[config.mk]
export PLATFORM = sky130hd
export DESIGN_NAME = ntp_seconds_to_local_time_dst
export DESIGN_NICKNAME = d
export VERILOG_FILES = /design/src/hdl/ntpldst_pkg.sv /design/src/hdl/ntpldst_csr.sv /design/src/hdl/ntpldst_days.sv /design/src/hdl/ntpldst_civil.sv /design/src/hdl/ntpldst_rule.sv /design/src/hdl/ntp_seconds_to_local_time_dst.sv
export SDC_FILE = /design/constraint.sdc
export NUM_CORES = 2
export LEC_CHECK = 0
export BUFFER_PORTS_ARGS = -buffer_cell sky130_fd_sc_hd__buf_4
export CAP_MARGIN = 20
export CORE_ASPECT_RATIO = 1.4
export CORE_MARGIN = 10
export CORE_UTILIZATION = 39
export DETAILED_ROUTE_END_ITERATION = 7
export PLACE_DENSITY_LB_ADDON = 0.2
export SLEW_MARGIN = 30
export SYNTH_ARGS = -nofsm -noshare
export SYNTH_HDL_FRONTEND = slang
export SYNTH_HIERARCHICAL = 1
export SYNTH_SLANG_ARGS = --single-unit
[constraint.sdc]
create_clock -name clock -period 7.7 [get_ports clock]
set_clock_uncertainty 0.05 [all_clocks]
set_input_delay 1.54 -clock clock [delete_from_list [all_inputs] [get_ports clock]]
set_output_delay 1.54 -clock clock [all_outputs]
set_load 0.1 [all_outputs]
[src/hdl/ntpldst_pkg.sv]
// shared types and constants for the ntp seconds to local time block
// reciprocal constants for the fixed divisions, calendar limits, csr indexes
// no dependencies
`timescale 1ns / 1ps

package ntpldst_pkg;

   // pipeline depth, input register to result register
   localparam int unsigned STAGES = 9;

   // configuration port
   localparam int unsigned CSR_INDEX_W = 2;
   localparam int unsigned CSR_DATA_W  = 8;
   localparam logic [CSR_INDEX_W-1:0] CSR_ZONE_OFFSET = 2'd0;
   localparam logic [CSR_INDEX_W-1:0] CSR_DAYLIGHT    = 2'd1;

   // time constants
   localparam logic [31:0] EPOCH_OFFSET = 32'd2208988800;
   localparam logic [31:0] SECS_HOUR    = 32'd3600;
   localparam logic [31:0] SECS_DAY     = 32'd86400;
   localparam logic [15:0] DAYS_WEEK    = 16'd7;
   localparam logic [15:0] THU_TO_SUN   = 16'd4;
   localparam logic [17:0] DAYS_YEAR    = 18'd365;

   // divide by constant via multiply and shift, exact over the value ranges used
   // days = (t >> 7) / 675
   localparam int unsigned DAY_SHIFT = 35;
   localparam logic [25:0] DAY_RECIP =
      26'(((64'd1 << DAY_SHIFT) + 64'd674) / 64'd675);
   // hour = (sod >> 4) / 225
   localparam int unsigned HOUR_SHIFT = 21;
   localparam logic [13:0] HOUR_RECIP =
      14'(((64'd1 << HOUR_SHIFT) + 64'd224) / 64'd225);
   // doe / 1460
   localparam int unsigned Q4Y_SHIFT = 28;
   localparam logic [17:0] Q4Y_RECIP =
      18'(((64'd1 << Q4Y_SHIFT) + 64'd1459) / 64'd1460);
   // (days + 4) / 7
   localparam int unsigned WEEK_SHIFT = 19;
   localparam logic [16:0] WEEK_RECIP =
      17'(((64'd1 << WEEK_SHIFT) + 64'd6) / 64'd7);
   // x / 365
   localparam int unsigned YEAR_SHIFT = 26;
   localparam logic [17:0] YEAR_RECIP =
      18'(((64'd1 << YEAR_SHIFT) + 64'd364) / 64'd365);

   // 400-year era starting on march 1st
   localparam logic [15:0] ERA_SPLIT  = 16'd11017;   // day of 2000-03-01
   localparam logic [17:0] ERA_BEFORE = 18'd135080;  // 1600-03-01 to 1970-01-01
   localparam logic [17:0] ERA_LAST   = 18'd146096;
   localparam logic [17:0] CENT_DAYS  = 18'd36524;

   // day of year counted from march 1st
   localparam logic [8:0] DOY_MAR_END   = 9'd30;
   localparam logic [8:0] DOY_OCT_FIRST = 9'd214;
   localparam logic [8:0] DOY_OCT_END   = 9'd244;
   localparam logic [8:0] DOY_OCT_BASE  = 9'd213;
   localparam logic [4:0] LAST_DAY_31   = 5'd31;

   typedef struct packed {
      logic signed [4:0] zone;
      logic              dst_en;
   } cfg_type;

   typedef struct packed {
      logic [31:0] local_sec;
      logic [15:0] days;
      logic [16:0] sod;
      logic [17:0] doe;
   } days_out_type;

   typedef struct packed {
      logic [31:0] local_sec;
      logic [4:0]  hour;
      logic [2:0]  dow;
      logic [8:0]  doy;
   } civil_out_type;

   typedef struct packed {
      logic [31:0] local_sec;
      logic        summer;
   } result_type;

endpackage

[src/hdl/ntpldst_csr.sv]
// configuration registers: zone offset and daylight enable
// depends on ntpldst_pkg
`timescale 1ns / 1ps

module ntpldst_csr
   import ntpldst_pkg::*;
(
   input  logic                   clock,
   input  logic                   reset,
   input  logic                   csr_valid,
   output logic                   csr_ready,
   input  logic [CSR_INDEX_W-1:0] csr_index,
   input  logic [CSR_DATA_W-1:0]  csr_data,
   output cfg_type                cfg
);

   logic signed [4:0] zone_ff;
   logic              dst_ff;

   assign csr_ready = 1'b1;

   always_ff @(posedge clock) begin
      if (reset) begin
         zone_ff <= '0;
         dst_ff  <= 1'b0;
      end else if (csr_valid) begin
         case (csr_index)
            CSR_ZONE_OFFSET: zone_ff <= $signed(csr_data[4:0]);
            CSR_DAYLIGHT:    dst_ff  <= csr_data[0];
            default:         ;
         endcase
      end
   end

   assign cfg.zone   = zone_ff;
   assign cfg.dst_en = dst_ff;

endmodule

[src/hdl/ntpldst_days.sv]
// stages 0 to 2: epoch and zone shift, split into day count and second of day
// depends on ntpldst_pkg
`timescale 1ns / 1ps

module ntpldst_days
   import ntpldst_pkg::*;
(
   input  logic         clock,
   input  logic [2:0]   en,
   input  cfg_type      cfg,
   input  logic [31:0]  ntp_seconds,
   output days_out_type d_out
);

   logic [31:0] tz_sec;
   logic [31:0] s0_local_ff, s0_local_in;

   logic [50:0] day_prod;
   logic [31:0] s1_local_ff;
   logic [15:0] s1_days_ff, s1_days_in;

   logic [31:0]  day_sec;
   days_out_type s2_ff, s2_in;

   // stage 0: local standard time, wraps mod 2^32
   always_comb begin
      tz_sec      = {{27{cfg.zone[4]}}, cfg.zone} * SECS_HOUR;
      s0_local_in = ntp_seconds - EPOCH_OFFSET + tz_sec;
   end

   always_ff @(posedge clock) begin
      if (en[0]) s0_local_ff <= s0_local_in;
   end

   // stage 1: day count, 86400 = 128 * 675
   always_comb begin
      day_prod   = 51'(s0_local_ff[31:7]) * 51'(DAY_RECIP);
      s1_days_in = day_prod[DAY_SHIFT +: 16];
   end

   always_ff @(posedge clock) begin
      if (en[1]) begin
         s1_local_ff <= s0_local_ff;
         s1_days_ff  <= s1_days_in;
      end
   end

   // stage 2: second of day and day of 400-year era
   always_comb begin
      day_sec         = 32'(s1_days_ff) * SECS_DAY;
      s2_in.local_sec = s1_local_ff;
      s2_in.days      = s1_days_ff;
      s2_in.sod       = 17'(s1_local_ff - day_sec);
      if (s1_days_ff < ERA_SPLIT) begin
         s2_in.doe = 18'(s1_days_ff) + ERA_BEFORE;
      end else begin
         s2_in.doe = 18'(s1_days_ff) - 18'(ERA_SPLIT);
      end
   end

   always_ff @(posedge clock) begin
      if (en[2]) s2_ff <= s2_in;
   end

   assign d_out = s2_ff;

endmodule

[src/hdl/ntpldst_civil.sv]
// stages 3 to 6: hour, weekday and day of year from the day count
// depends on ntpldst_pkg
`timescale 1ns / 1ps

module ntpldst_civil
   import ntpldst_pkg::*;
(
   input  logic          clock,
   input  logic [3:0]    en,
   input  days_out_type  d_in,
   output civil_out_type c_out
);

   // stage 3
   logic [26:0] hour_prod;
   logic [35:0] q4_prod;
   logic [32:0] wk_prod;
   logic [15:0] days4;
   logic [2:0]  cent_in;
   logic [31:0] s3_local_ff;
   logic [4:0]  s3_hour_ff;
   logic [17:0] s3_doe_ff;
   logic [6:0]  s3_q4_ff;
   logic [2:0]  s3_cent_ff;
   logic        s3_last_ff;
   logic [15:0] s3_days4_ff;
   logic [12:0] s3_wq_ff;

   // stage 4
   logic [31:0] s4_local_ff;
   logic [4:0]  s4_hour_ff;
   logic [17:0] s4_doe_ff;
   logic [17:0] s4_x_ff, s4_x_in;
   logic [2:0]  s4_dow_ff, s4_dow_in;

   // stage 5
   logic [35:0] yr_prod;
   logic [31:0] s5_local_ff;
   logic [4:0]  s5_hour_ff;
   logic [17:0] s5_doe_ff;
   logic [2:0]  s5_dow_ff;
   logic [8:0]  s5_yoe_ff;

   // stage 6
   logic [1:0]    cent_y;
   civil_out_type s6_ff, s6_in;

   always_comb begin
      hour_prod = 27'(d_in.sod[16:4]) * 27'(HOUR_RECIP);
      q4_prod   = 36'(d_in.doe) * 36'(Q4Y_RECIP);
      days4     = d_in.days + THU_TO_SUN;
      wk_prod   = 33'(days4) * 33'(WEEK_RECIP);
      cent_in   = 3'(d_in.doe >= CENT_DAYS) + 3'(d_in.doe >= 18'(2 * CENT_DAYS))
                + 3'(d_in.doe >= 18'(3 * CENT_DAYS)) + 3'(d_in.doe >= 18'(4 * CENT_DAYS));
   end

   always_ff @(posedge clock) begin
      if (en[0]) begin
         s3_local_ff <= d_in.local_sec;
         s3_hour_ff  <= hour_prod[HOUR_SHIFT +: 5];
         s3_doe_ff   <= d_in.doe;
         s3_q4_ff    <= q4_prod[Q4Y_SHIFT +: 7];
         s3_cent_ff  <= cent_in;
         s3_last_ff  <= (d_in.doe == ERA_LAST);
         s3_days4_ff <= days4;
         s3_wq_ff    <= wk_prod[WEEK_SHIFT +: 13];
      end
   end

   // stage 4: year-of-era numerator and weekday, sunday = 0
   always_comb begin
      s4_x_in   = s3_doe_ff - 18'(s3_q4_ff) + 18'(s3_cent_ff) - 18'(s3_last_ff);
      s4_dow_in = 3'(s3_days4_ff - 16'(s3_wq_ff) * DAYS_WEEK);
   end

   always_ff @(posedge clock) begin
      if (en[1]) begin
         s4_local_ff <= s3_local_ff;
         s4_hour_ff  <= s3_hour_ff;
         s4_doe_ff   <= s3_doe_ff;
         s4_x_ff     <= s4_x_in;
         s4_dow_ff   <= s4_dow_in;
      end
   end

   // stage 5: year of era
   assign yr_prod = 36'(s4_x_ff) * 36'(YEAR_RECIP);

   always_ff @(posedge clock) begin
      if (en[2]) begin
         s5_local_ff <= s4_local_ff;
         s5_hour_ff  <= s4_hour_ff;
         s5_doe_ff   <= s4_doe_ff;
         s5_dow_ff   <= s4_dow_ff;
         s5_yoe_ff   <= yr_prod[YEAR_SHIFT +: 9];
      end
   end

   // stage 6: day of year from march 1st
   always_comb begin
      cent_y          = 2'(s5_yoe_ff >= 9'd100) + 2'(s5_yoe_ff >= 9'd200)
                      + 2'(s5_yoe_ff >= 9'd300);
      s6_in.local_sec = s5_local_ff;
      s6_in.hour      = s5_hour_ff;
      s6_in.dow       = s5_dow_ff;
      s6_in.doy       = 9'(s5_doe_ff - 18'(s5_yoe_ff) * DAYS_YEAR
                           - 18'(s5_yoe_ff[8:2]) + 18'(cent_y));
   end

   always_ff @(posedge clock) begin
      if (en[3]) s6_ff <= s6_in;
   end

   assign c_out = s6_ff;

endmodule

[src/hdl/ntpldst_rule.sv]
// stages 7 and 8: summer-time rule and result register
// depends on ntpldst_pkg
`timescale 1ns / 1ps

module ntpldst_rule
   import ntpldst_pkg::*;
(
   input  logic          clock,
   input  logic [1:0]    en,
   input  cfg_type       cfg,
   input  civil_out_type c_in,
   output result_type    r_out
);

   logic       is_mar, is_oct, is_mid;
   logic [4:0] day;
   logic [5:0] back, wrap7;

   logic [31:0] s7_local_ff;
   logic [4:0]  s7_hour_ff;
   logic        s7_mar_ff, s7_oct_ff, s7_mid_ff;
   logic [4:0]  s7_day_ff;
   logic [4:0]  s7_lastsun_ff;

   logic signed [11:0] diff;
   logic               summer;
   result_type         s8_ff, s8_in;

   // stage 7: month class, day of month, last sunday of the month
   always_comb begin
      is_mar = (c_in.doy <= DOY_MAR_END);
      is_oct = (c_in.doy >= DOY_OCT_FIRST) && (c_in.doy <= DOY_OCT_END);
      is_mid = (c_in.doy > DOY_MAR_END) && (c_in.doy < DOY_OCT_FIRST);
      if (is_mar) begin
         day = 5'(c_in.doy + 9'd1);
      end else begin
         day = 5'(c_in.doy - DOY_OCT_BASE);
      end
      // weekday of the 31st, folded mod 7
      back = 6'(c_in.dow) + 6'(LAST_DAY_31) - 6'(day);
      if (back >= 6'd35)      wrap7 = back - 6'd35;
      else if (back >= 6'd28) wrap7 = back - 6'd28;
      else if (back >= 6'd21) wrap7 = back - 6'd21;
      else if (back >= 6'd14) wrap7 = back - 6'd14;
      else if (back >= 6'd7)  wrap7 = back - 6'd7;
      else                    wrap7 = back;
   end

   always_ff @(posedge clock) begin
      if (en[0]) begin
         s7_local_ff   <= c_in.local_sec;
         s7_hour_ff    <= c_in.hour;
         s7_mar_ff     <= is_mar;
         s7_oct_ff     <= is_oct;
         s7_mid_ff     <= is_mid;
         s7_day_ff     <= day;
         s7_lastsun_ff <= LAST_DAY_31 - 5'(wrap7);
      end
   end

   // stage 8: local hours past the 01:00 utc switch, sign decides
   always_comb begin
      diff = $signed({7'b0, s7_hour_ff})
           + 12'sd24 * ($signed({7'b0, s7_day_ff}) - $signed({7'b0, s7_lastsun_ff}))
           - 12'sd1 - $signed({{7{cfg.zone[4]}}, cfg.zone});
      summer = cfg.dst_en & (s7_mid_ff | (s7_mar_ff & ~diff[11]) | (s7_oct_ff & diff[11]));
      s8_in.summer    = summer;
      s8_in.local_sec = s7_local_ff + (summer ? SECS_HOUR : 32'd0);
   end

   always_ff @(posedge clock) begin
      if (en[1]) s8_ff <= s8_in;
   end

   assign r_out = s8_ff;

endmodule

[src/hdl/ntp_seconds_to_local_time_dst.sv]
// top level: ntp transmit seconds to local unix time with european summer time
// depends on ntpldst_pkg, ntpldst_csr, ntpldst_days, ntpldst_civil, ntpldst_rule
`timescale 1ns / 1ps

// Takes the 32-bit ntp transmit seconds on req_tdata and returns local time as
// seconds since 1970 on rsp_tdata, with rsp_tuser set when one summer-time hour
// was added. The 1900-to-1970 offset is removed and the signed zone offset in
// hours is added, both mod 2^32; the local standard time is broken into a
// gregorian date and, with daylight enabled, the eu rule (last sunday of march
// to last sunday of october, switch at 01:00 utc) is applied. The block is a
// 9-stage pipeline: one item is accepted every cycle while req_tready is high,
// and its result is presented on rsp_tvalid from the result register of the
// last stage. The depth is set by the chain of reciprocal multiplies for the
// day count, the four-year split and the year of era.
// Each stage holds its item until the next stage is free, so bubbles close up
// and items keep entering behind a waiting result until all nine stages are
// full; only then does req_tready drop.
// Configuration is written through csr_* (index 0 zone offset, 5-bit signed;
// index 1 daylight enable) and must only change while no item is in flight.
module ntp_seconds_to_local_time_dst
   import ntpldst_pkg::*;
(
   input  logic                   clock,
   input  logic                   reset,
   // input item
   input  logic                   req_tvalid,
   output logic                   req_tready,
   input  logic [31:0]            req_tdata,   // [31:0] ntp_seconds
   // result item
   output logic                   rsp_tvalid,
   input  logic                   rsp_tready,
   output logic [31:0]            rsp_tdata,   // [31:0] local_seconds
   output logic                   rsp_tuser,   // [0] summer_applied
   // configuration writes
   input  logic                   csr_valid,
   output logic                   csr_ready,
   input  logic [CSR_INDEX_W-1:0] csr_index,
   input  logic [CSR_DATA_W-1:0]  csr_data
);

   cfg_type       cfg;
   days_out_type  days_out;
   civil_out_type civil_out;
   result_type    result;

   logic [STAGES-1:0] vld_ff, vld_in;
   logic [STAGES-1:0] en;

   // a stage moves when it is empty or the stage after it moves
   always_comb begin
      en[STAGES-1] = ~vld_ff[STAGES-1] | rsp_tready;
      for (int i = STAGES - 2; i >= 0; i--) begin
         en[i] = ~vld_ff[i] | en[i+1];
      end
   end

   // stage valid bits
   always_comb begin
      vld_in[0] = en[0] ? req_tvalid : vld_ff[0];
      for (int i = 1; i < STAGES; i++) begin
         vld_in[i] = en[i] ? vld_ff[i-1] : vld_ff[i];
      end
   end

   always_ff @(posedge clock) begin
      if (reset) begin
         vld_ff <= '0;
      end else begin
         vld_ff <= vld_in;
      end
   end

   assign req_tready = en[0];
   assign rsp_tvalid = vld_ff[STAGES-1];
   assign rsp_tdata  = result.local_sec;
   assign rsp_tuser  = result.summer;

   // zone offset and daylight enable
   ntpldst_csr u_csr (
      .clock     (clock),
      .reset     (reset),
      .csr_valid (csr_valid),
      .csr_ready (csr_ready),
      .csr_index (csr_index),
      .csr_data  (csr_data),
      .cfg       (cfg)
   );

   // stages 0-2: local seconds, day count, second of day
   ntpldst_days u_days (
      .clock       (clock),
      .en          (en[2:0]),
      .cfg         (cfg),
      .ntp_seconds (req_tdata),
      .d_out       (days_out)
   );

   // stages 3-6: hour, weekday, day of year
   ntpldst_civil u_civil (
      .clock (clock),
      .en    (en[6:3]),
      .d_in  (days_out),
      .c_out (civil_out)
   );

   // stages 7-8: summer rule and result register
   ntpldst_rule u_rule (
      .clock (clock),
      .en    (en[8:7]),
      .cfg   (cfg),
      .c_in  (civil_out),
      .r_out (result)
   );

endmodule

# Word-level counts from Yosys, hierarchy flattened

Cells that the tools add are included.

Word-level logic and storage cells: 149
Bits in registers: 517

$add $sub $neg: 33
Multipliers: 10
Equal/unequal tests: 2
Bitwise logic cells: 24
Muxes and demuxes: 8
Reductions and logical operators: 5
$lt $le $gt $ge: 18

Operator list:

| kind                                                                 | count |
|---|---|
| multiplier 18 x 16 -> 33 bit (second input constant)                 | 2 |
| adder 32 bit                                                         | 2 |
| multiplier 25 x 26 -> 51 bit (second input constant)                 | 1 |
| greater-or-equal comparator 18 x 17 -> 1 bit (second input constant) | 2 |
| multiplier 16 x 17 -> 32 bit (second input constant)                 | 1 |
| multiplier 32 x 8 -> 28 bit (second input constant)                  | 1 |
| subtractor 32 bit (second input constant)                            | 1 |
| 2-to-1 mux 5 bit                                                     | 6 |
| multiplier 13 x 14 -> 26 bit (second input constant)                 | 1 |
| adder 16 x 18 -> 18 bit (second input constant)                      | 1 |
| adder 18 x 3 -> 18 bit                                               | 1 |
| == test 18 bit (second input constant)                               | 1 |
| greater-or-equal comparator 18 x 16 -> 1 bit (second input constant) | 1 |
| greater-or-equal comparator 18 bit (second input constant)           | 1 |
| greater-or-equal comparator 9 x 8 -> 1 bit (second input constant)   | 2 |
| 2-to-1 mux 18 bit                                                    | 1 |
| subtractor 18 x 1 -> 18 bit                                          | 1 |
| subtractor 18 x 7 -> 18 bit                                          | 1 |
| subtractor 16 x 14 -> 17 bit (second input constant)                 | 1 |
| subtractor 17 bit                                                    | 1 |
| adder 16 x 3 -> 16 bit (second input constant)                       | 1 |
| < comparator 16 x 14 -> 1 bit (second input constant)                | 1 |
| multiplier 16 x 10 -> 10 bit (second input constant)                 | 1 |
| subtractor 5 bit (second input constant)                             | 3 |
| other kinds (39)                                                     | 65 |

# Logic depth before layout (Yosys ltp)

Depth after elaboration: 12
Depth in mapped cells: 29

# Hierarchy

Netlist, hierarchy kept.

Modules (own cells, without submodules):

| module                        | cells an instance | area an instance (um2) | instances |
|---|---|---|---|
| ntpldst_civil                 | 2171              | 25778.5                | 1 |
| ntpldst_days                  | 1644              | 18093.6                | 1 |
| ntpldst_rule                  | 404               | 4961.0                 | 1 |
| ntp_seconds_to_local_time_dst | 43                | 386.6                  | 1 |
| ntpldst_csr                   | 29                | 297.8                  | 1 |

# Worst setup path after synthesis

No wires, ideal clock.

Kind: reg-to-reg
Start: reg u_csr.zone_ff[4]
End: reg u_days.s0_local_ff[31], data pin
Required time: 7.390 ns
Arrival time: 6.455 ns
Setup slack: 0.935 ns
Cell stages (with the launch flop): 28
Period minus slack after synthesis: 6.765 ns
Path buffers: 1
Setup time: 0.260 ns
Cells stage by stage: dfxtp_1 buf_1 inv_1 fa_1 inv_1 ha_1 fa_1 ha_1 ha_1 a21oi_1 o21bai_1 a21oi_1 o21bai_1 a21oi_1 ha_1 ha_1 inv_1 ha_1 a21oi_1 o21ai_1 a211oi_1 nor2_1 o2111ai_1 a21oi_1 or4_1 a31o_1 a21oi_1 xnor2_1

Cells in the longest elaborated chain, start to end: 2

RTL lines:

| item                        | line               | RTL |
|---|---|---|
| start, declared             | ntpldst_csr.sv:17  | `logic signed [4:0] zone_ff;` |
| start signal, assigned      | ntpldst_csr.sv:28  | `CSR_ZONE_OFFSET: zone_ff <= $signed(csr_data[4:0]);` |
| multiplier 32 x 8 -> 28 bit | ntpldst_days.sv:27 | `tz_sec = {{27{cfg.zone[4]}}, cfg.zone} * SECS_HOUR;` |
| adder 32 bit                | ntpldst_days.sv:28 | `s0_local_in = ntp_seconds - EPOCH_OFFSET + tz_sec;` |
| via u_days.s0_local_in[31]  | ntpldst_days.sv:16 | `logic [31:0] s0_local_ff, s0_local_in;` |
| end signal, assigned        | ntpldst_days.sv:32 | `if (en[0]) s0_local_ff <= s0_local_in;` |
| end, declared               | ntpldst_days.sv:16 |  |

The timed path passes the listed nets, and every way through them passes these cells.
A chain may end at the register's enable or synchronous reset.

==> impl_metrics.json <==
{
  "synthArstFlopShare_pct": 0,
  "critPathRequiredTime_ns": 8.02,
  "start_util_pct": 39.3,
  "die-area_um2": 142000,
  "crit_path_max_incr_delay_ns": 0.50,
  "fp-row-count": 154,
  "synthFlopType": "edfxtp_1",
  "final_core_util_pct": 43.1,
  "clk_latency_ns": 0.64,
  "ys_seq_elements": 500,
  "vias_per_cell": 4.76,
  "cp-endpoint": "u_rule/r_out[31]$_DFFE_PP_",
  "die_h_um": 442,
  "critPathMaxFanout": 5,
  "synth_top_area_cell": "edfxtp_1",
  "grt_pass1_wl_um": 170000,
  "fin_ws_ns": 0.630,
  "post_cts_buffers": 0,
  "grt_pass1_vias": 31743,
  "numCtsBuffers": 54,
  "avgSynthCellArea_um2": 11.5,
  "cp.depth": 30,
  "layout_min_cycle_time_ns": 7.07,
  "critPathKind": "reg -> reg",
  "syn_area_um2": 49500,
  "drive_gt1_share_pct": 5.49,
  "io_pins": 83,
  "muxShareOfSynthArea_pct": 0.328,
  "ys_types": 87,
  "slowest_stage": "a21oi_1",
  "multiInputGateArea_um2": 30300,
  "yosys.area_share.xor_xnor_pct": 4.01,
  "cts.sinks": 500,
  "core_um2": 126000,
  "crit_buf_inv": 3,
  "syn2layout_area_growth_pct": 9.67,
  "grt_usage_pct": 15.2,
  "synth_top_area_share_pct": 29.4,
  "cts_resized": 0,
  "antenna_found_initial": 1,
  "rr_endpoint": "u_rule/r_out[31]$_DFFE_PP_",
  "firstDrtPassIters": 7,
  "worstSetupStartpointType": "register",
  "status": "complete, no violations",
  "drt_iter0_drc": 987,
  "ys_top_cells_by_area": "edfxtp_1 (29%), ha_1 (26%), fa_1 (21%)",
  "slew_headroom_pct": 37.9,
  "cpMostUsedCell": "ha_1",
  "yosysWarnings": 6,
  "yosys.area_share.adder_pct": 46.4,
  "synth_edf_count": 485,
  "n_fill_cell": 11984,
  "postSynthCellCount": 4291,
  "nets": 6027,
  "port_buffers": 78,
  "yosys.area_share.simple_pct": 4.30,
  "tns_ns": 0,
  "crit_arrival_ns": 7.39,
  "wl_per_cell_um": 17.1,
  "report.final.slew_viol_count": 0,
  "dp_slack_ns": 0.567,
  "rsz0062_at_grt": "false",
  "endpoint_kind": "register",
  "min_period_over_period_pct": 91.8,
  "die_x_um": 321,
  "synth_nets": 5869,
  "grt_overflow_total": 0,
  "route.detailed.drc": 0,
  "worstMarginPinSlew_ns": 0.932,
  "cpLargestDelayFamily": "compound AO/OA/AOI/OAI gates",
  "setup_viol": 0,
  "cp-startpoint": "u_rule/s7_day_ff[0]$_DFFE_PP_",
  "fmax_ghz": 0.141,
  "drtAntennaViolNets": 0,
  "synth_top_family_by_area": "adder cells",
  "grt_max_degree": 69,
  "drt_wl_total_um": 105000,
  "cts_tree": "done",
  "htree_levels": 2,
  "postCtsHoldBufs": 0,
  "clk_pin_slew_ns": 0.06,
  "final-hold-violation-count": 0,
  "r2r_setup_slack_ns": 0.63,
  "cts_root_buffer": "clkbuf_16",
  "dp_hpwl_um": 89200,
  "cap_viol_max_count": 0,
  "r2r-start": "u_rule/s7_day_ff[0]$_DFFE_PP_",
  "place_congestion": 0.857,
  "seq_area_um2": 14900,
  "synth_compound_area_share_pct": 6.12,
  "hold_class": "reg -> reg",
  "rr_worst_depth": 30,
  "synth_seq_area_share_pct": 30.0,
  "cts.path.max_buffers": 3,
  "dr_total_vias": 29188
}
[kinds of logic (layout without fill, tap and decap cells)]
kind of cell               after synthesis  count (layout)
AOI/OAI and AO/OA                      462             462
xor gates and xnor gates               225             225
adders and majority gates             1531            1531
buffers and inverters                 1144            1348
DFF                                    500             500
muxes                                   16              16
other                                    1               3
and+or+nand+nor                        412             412
[flip-flops by register name, indices dropped and copies added (netlist names), 16 cells and up]
register,count
u_civil/s4_local_ff,32
u_days/d_out,76
u_rule/r_out,33
u_civil/s3_local_ff,32
u_days/s1_days_ff,16
u_days/s0_local_ff,32
u_days/s1_local_ff,32
u_rule/s7_local_ff,32
u_civil/s3_doe_ff,18
u_civil/s5_local_ff,32
u_civil/s4_x_ff,18
u_civil/c_out,49
[cells in the mapped netlist, drive strengths merged (7+ instances only)]
cell     count
inv       1121
ha        1020
fa         511
edfxtp     485
xnor2      156
a21oi      152
nand2      102
o21ai       85
nor2        80
xor2        68
a21o        53
nand3       49
nand2b      34
o21bai      30
nor3        28
nand4       26
o21a        26
nor2b       17
and3        16
buf         15
dfxtp       15
mux2i       14
a211oi      12
a21boi      12
a31oi       12
and2        10
and4        10
o211ai      10
or2         10
nor4         9
clkbuf       8
a2111oi      7
a41oi        7
o2111ai      7
or4          7
[worst min-delay path by stage]
stage	slack, ns	startpoint	cells after the start	endpoint
3_3_place_gp	0.35	u_civil/s3_local_ff[20]$_DFFE_PP_	0	u_civil/s4_local_ff[20]$_DFFE_PP_
5_1_grt	0.35	u_civil/s5_hour_ff[3]$_DFFE_PP_	0	u_civil/c_out[15]$_DFFE_PP_
3_5_place_dp	0.35	u_civil/s5_local_ff[3]$_DFFE_PP_	0	u_civil/c_out[20]$_DFFE_PP_
4_1_cts	0.34	u_civil/s5_hour_ff[3]$_DFFE_PP_	0	u_civil/c_out[15]$_DFFE_PP_
2_1_floorplan	0.35	u_civil/s5_dow_ff[1]$_DFFE_PP_	0	u_civil/c_out[10]$_DFFE_PP_
6_report	0.35	u_civil/s3_local_ff[18]$_DFFE_PP_	0	u_civil/s4_local_ff[18]$_DFFE_PP_
[final cells by class]
type,instances,area share [%]
well taps,1638,3.77
flip-flops and latches,500,27.4
clock inverters,33,0.779
inverters,1121,7.75
diodes,2,0.00922
clock buffers,69,2.67
multi-input cells,2647,55.9
repair buffers,125,1.76
[per-layer routing]
metal | routed length (um) | GRT usage (%) | vias to the layer above
li1 | - | - | 14397
met1 | 41800 | 17.2 | 14356
met2 | 58500 | 29.7 | 325
met3 | 2450 | 1.45 | 110
met4 | 2380 | 3.63 | 0
met5 | 0 | 0 | -
[placed cells by master, fill, tap and decap left out, drive strengths merged, types with 16 or more instances in the layout]
master / netlist / routed
clkinv: 0 / 16
nor2: 80 / 80
inv: 1121 / 1128
a21o: 53 / 53
nand2b: 34 / 34
fa: 511 / 511
o21ai: 85 / 85
and3: 16 / 16
xor2: 68 / 68
a21oi: 152 / 152
o21a: 26 / 26
o21bai: 30 / 30
xnor2: 156 / 156
nor3: 28 / 28
edfxtp: 485 / 485
ha: 1020 / 1020
nand2: 102 / 102
nand4: 26 / 26
nor2b: 17 / 17
nand3: 49 / 49
clkbuf: 8 / 69
buf: 15 / 125
[stage by stage]
stage / std cells / hold WS [ns] / area (um2)
finish: 6135 / 0.346 / 54300
global route: 6133 / 0.354 / 54300
CTS: 6131 / 0.345 / 54300
detailed placement: 6029 / 0.355 / 52400
global placement: 6029 / 0.351 / 52400
floorplan: 4291 / 0.350 / 49500
Power is not shown: default switching activity piles up to over one toggle a cycle in this logic, so the estimate is an artifact.
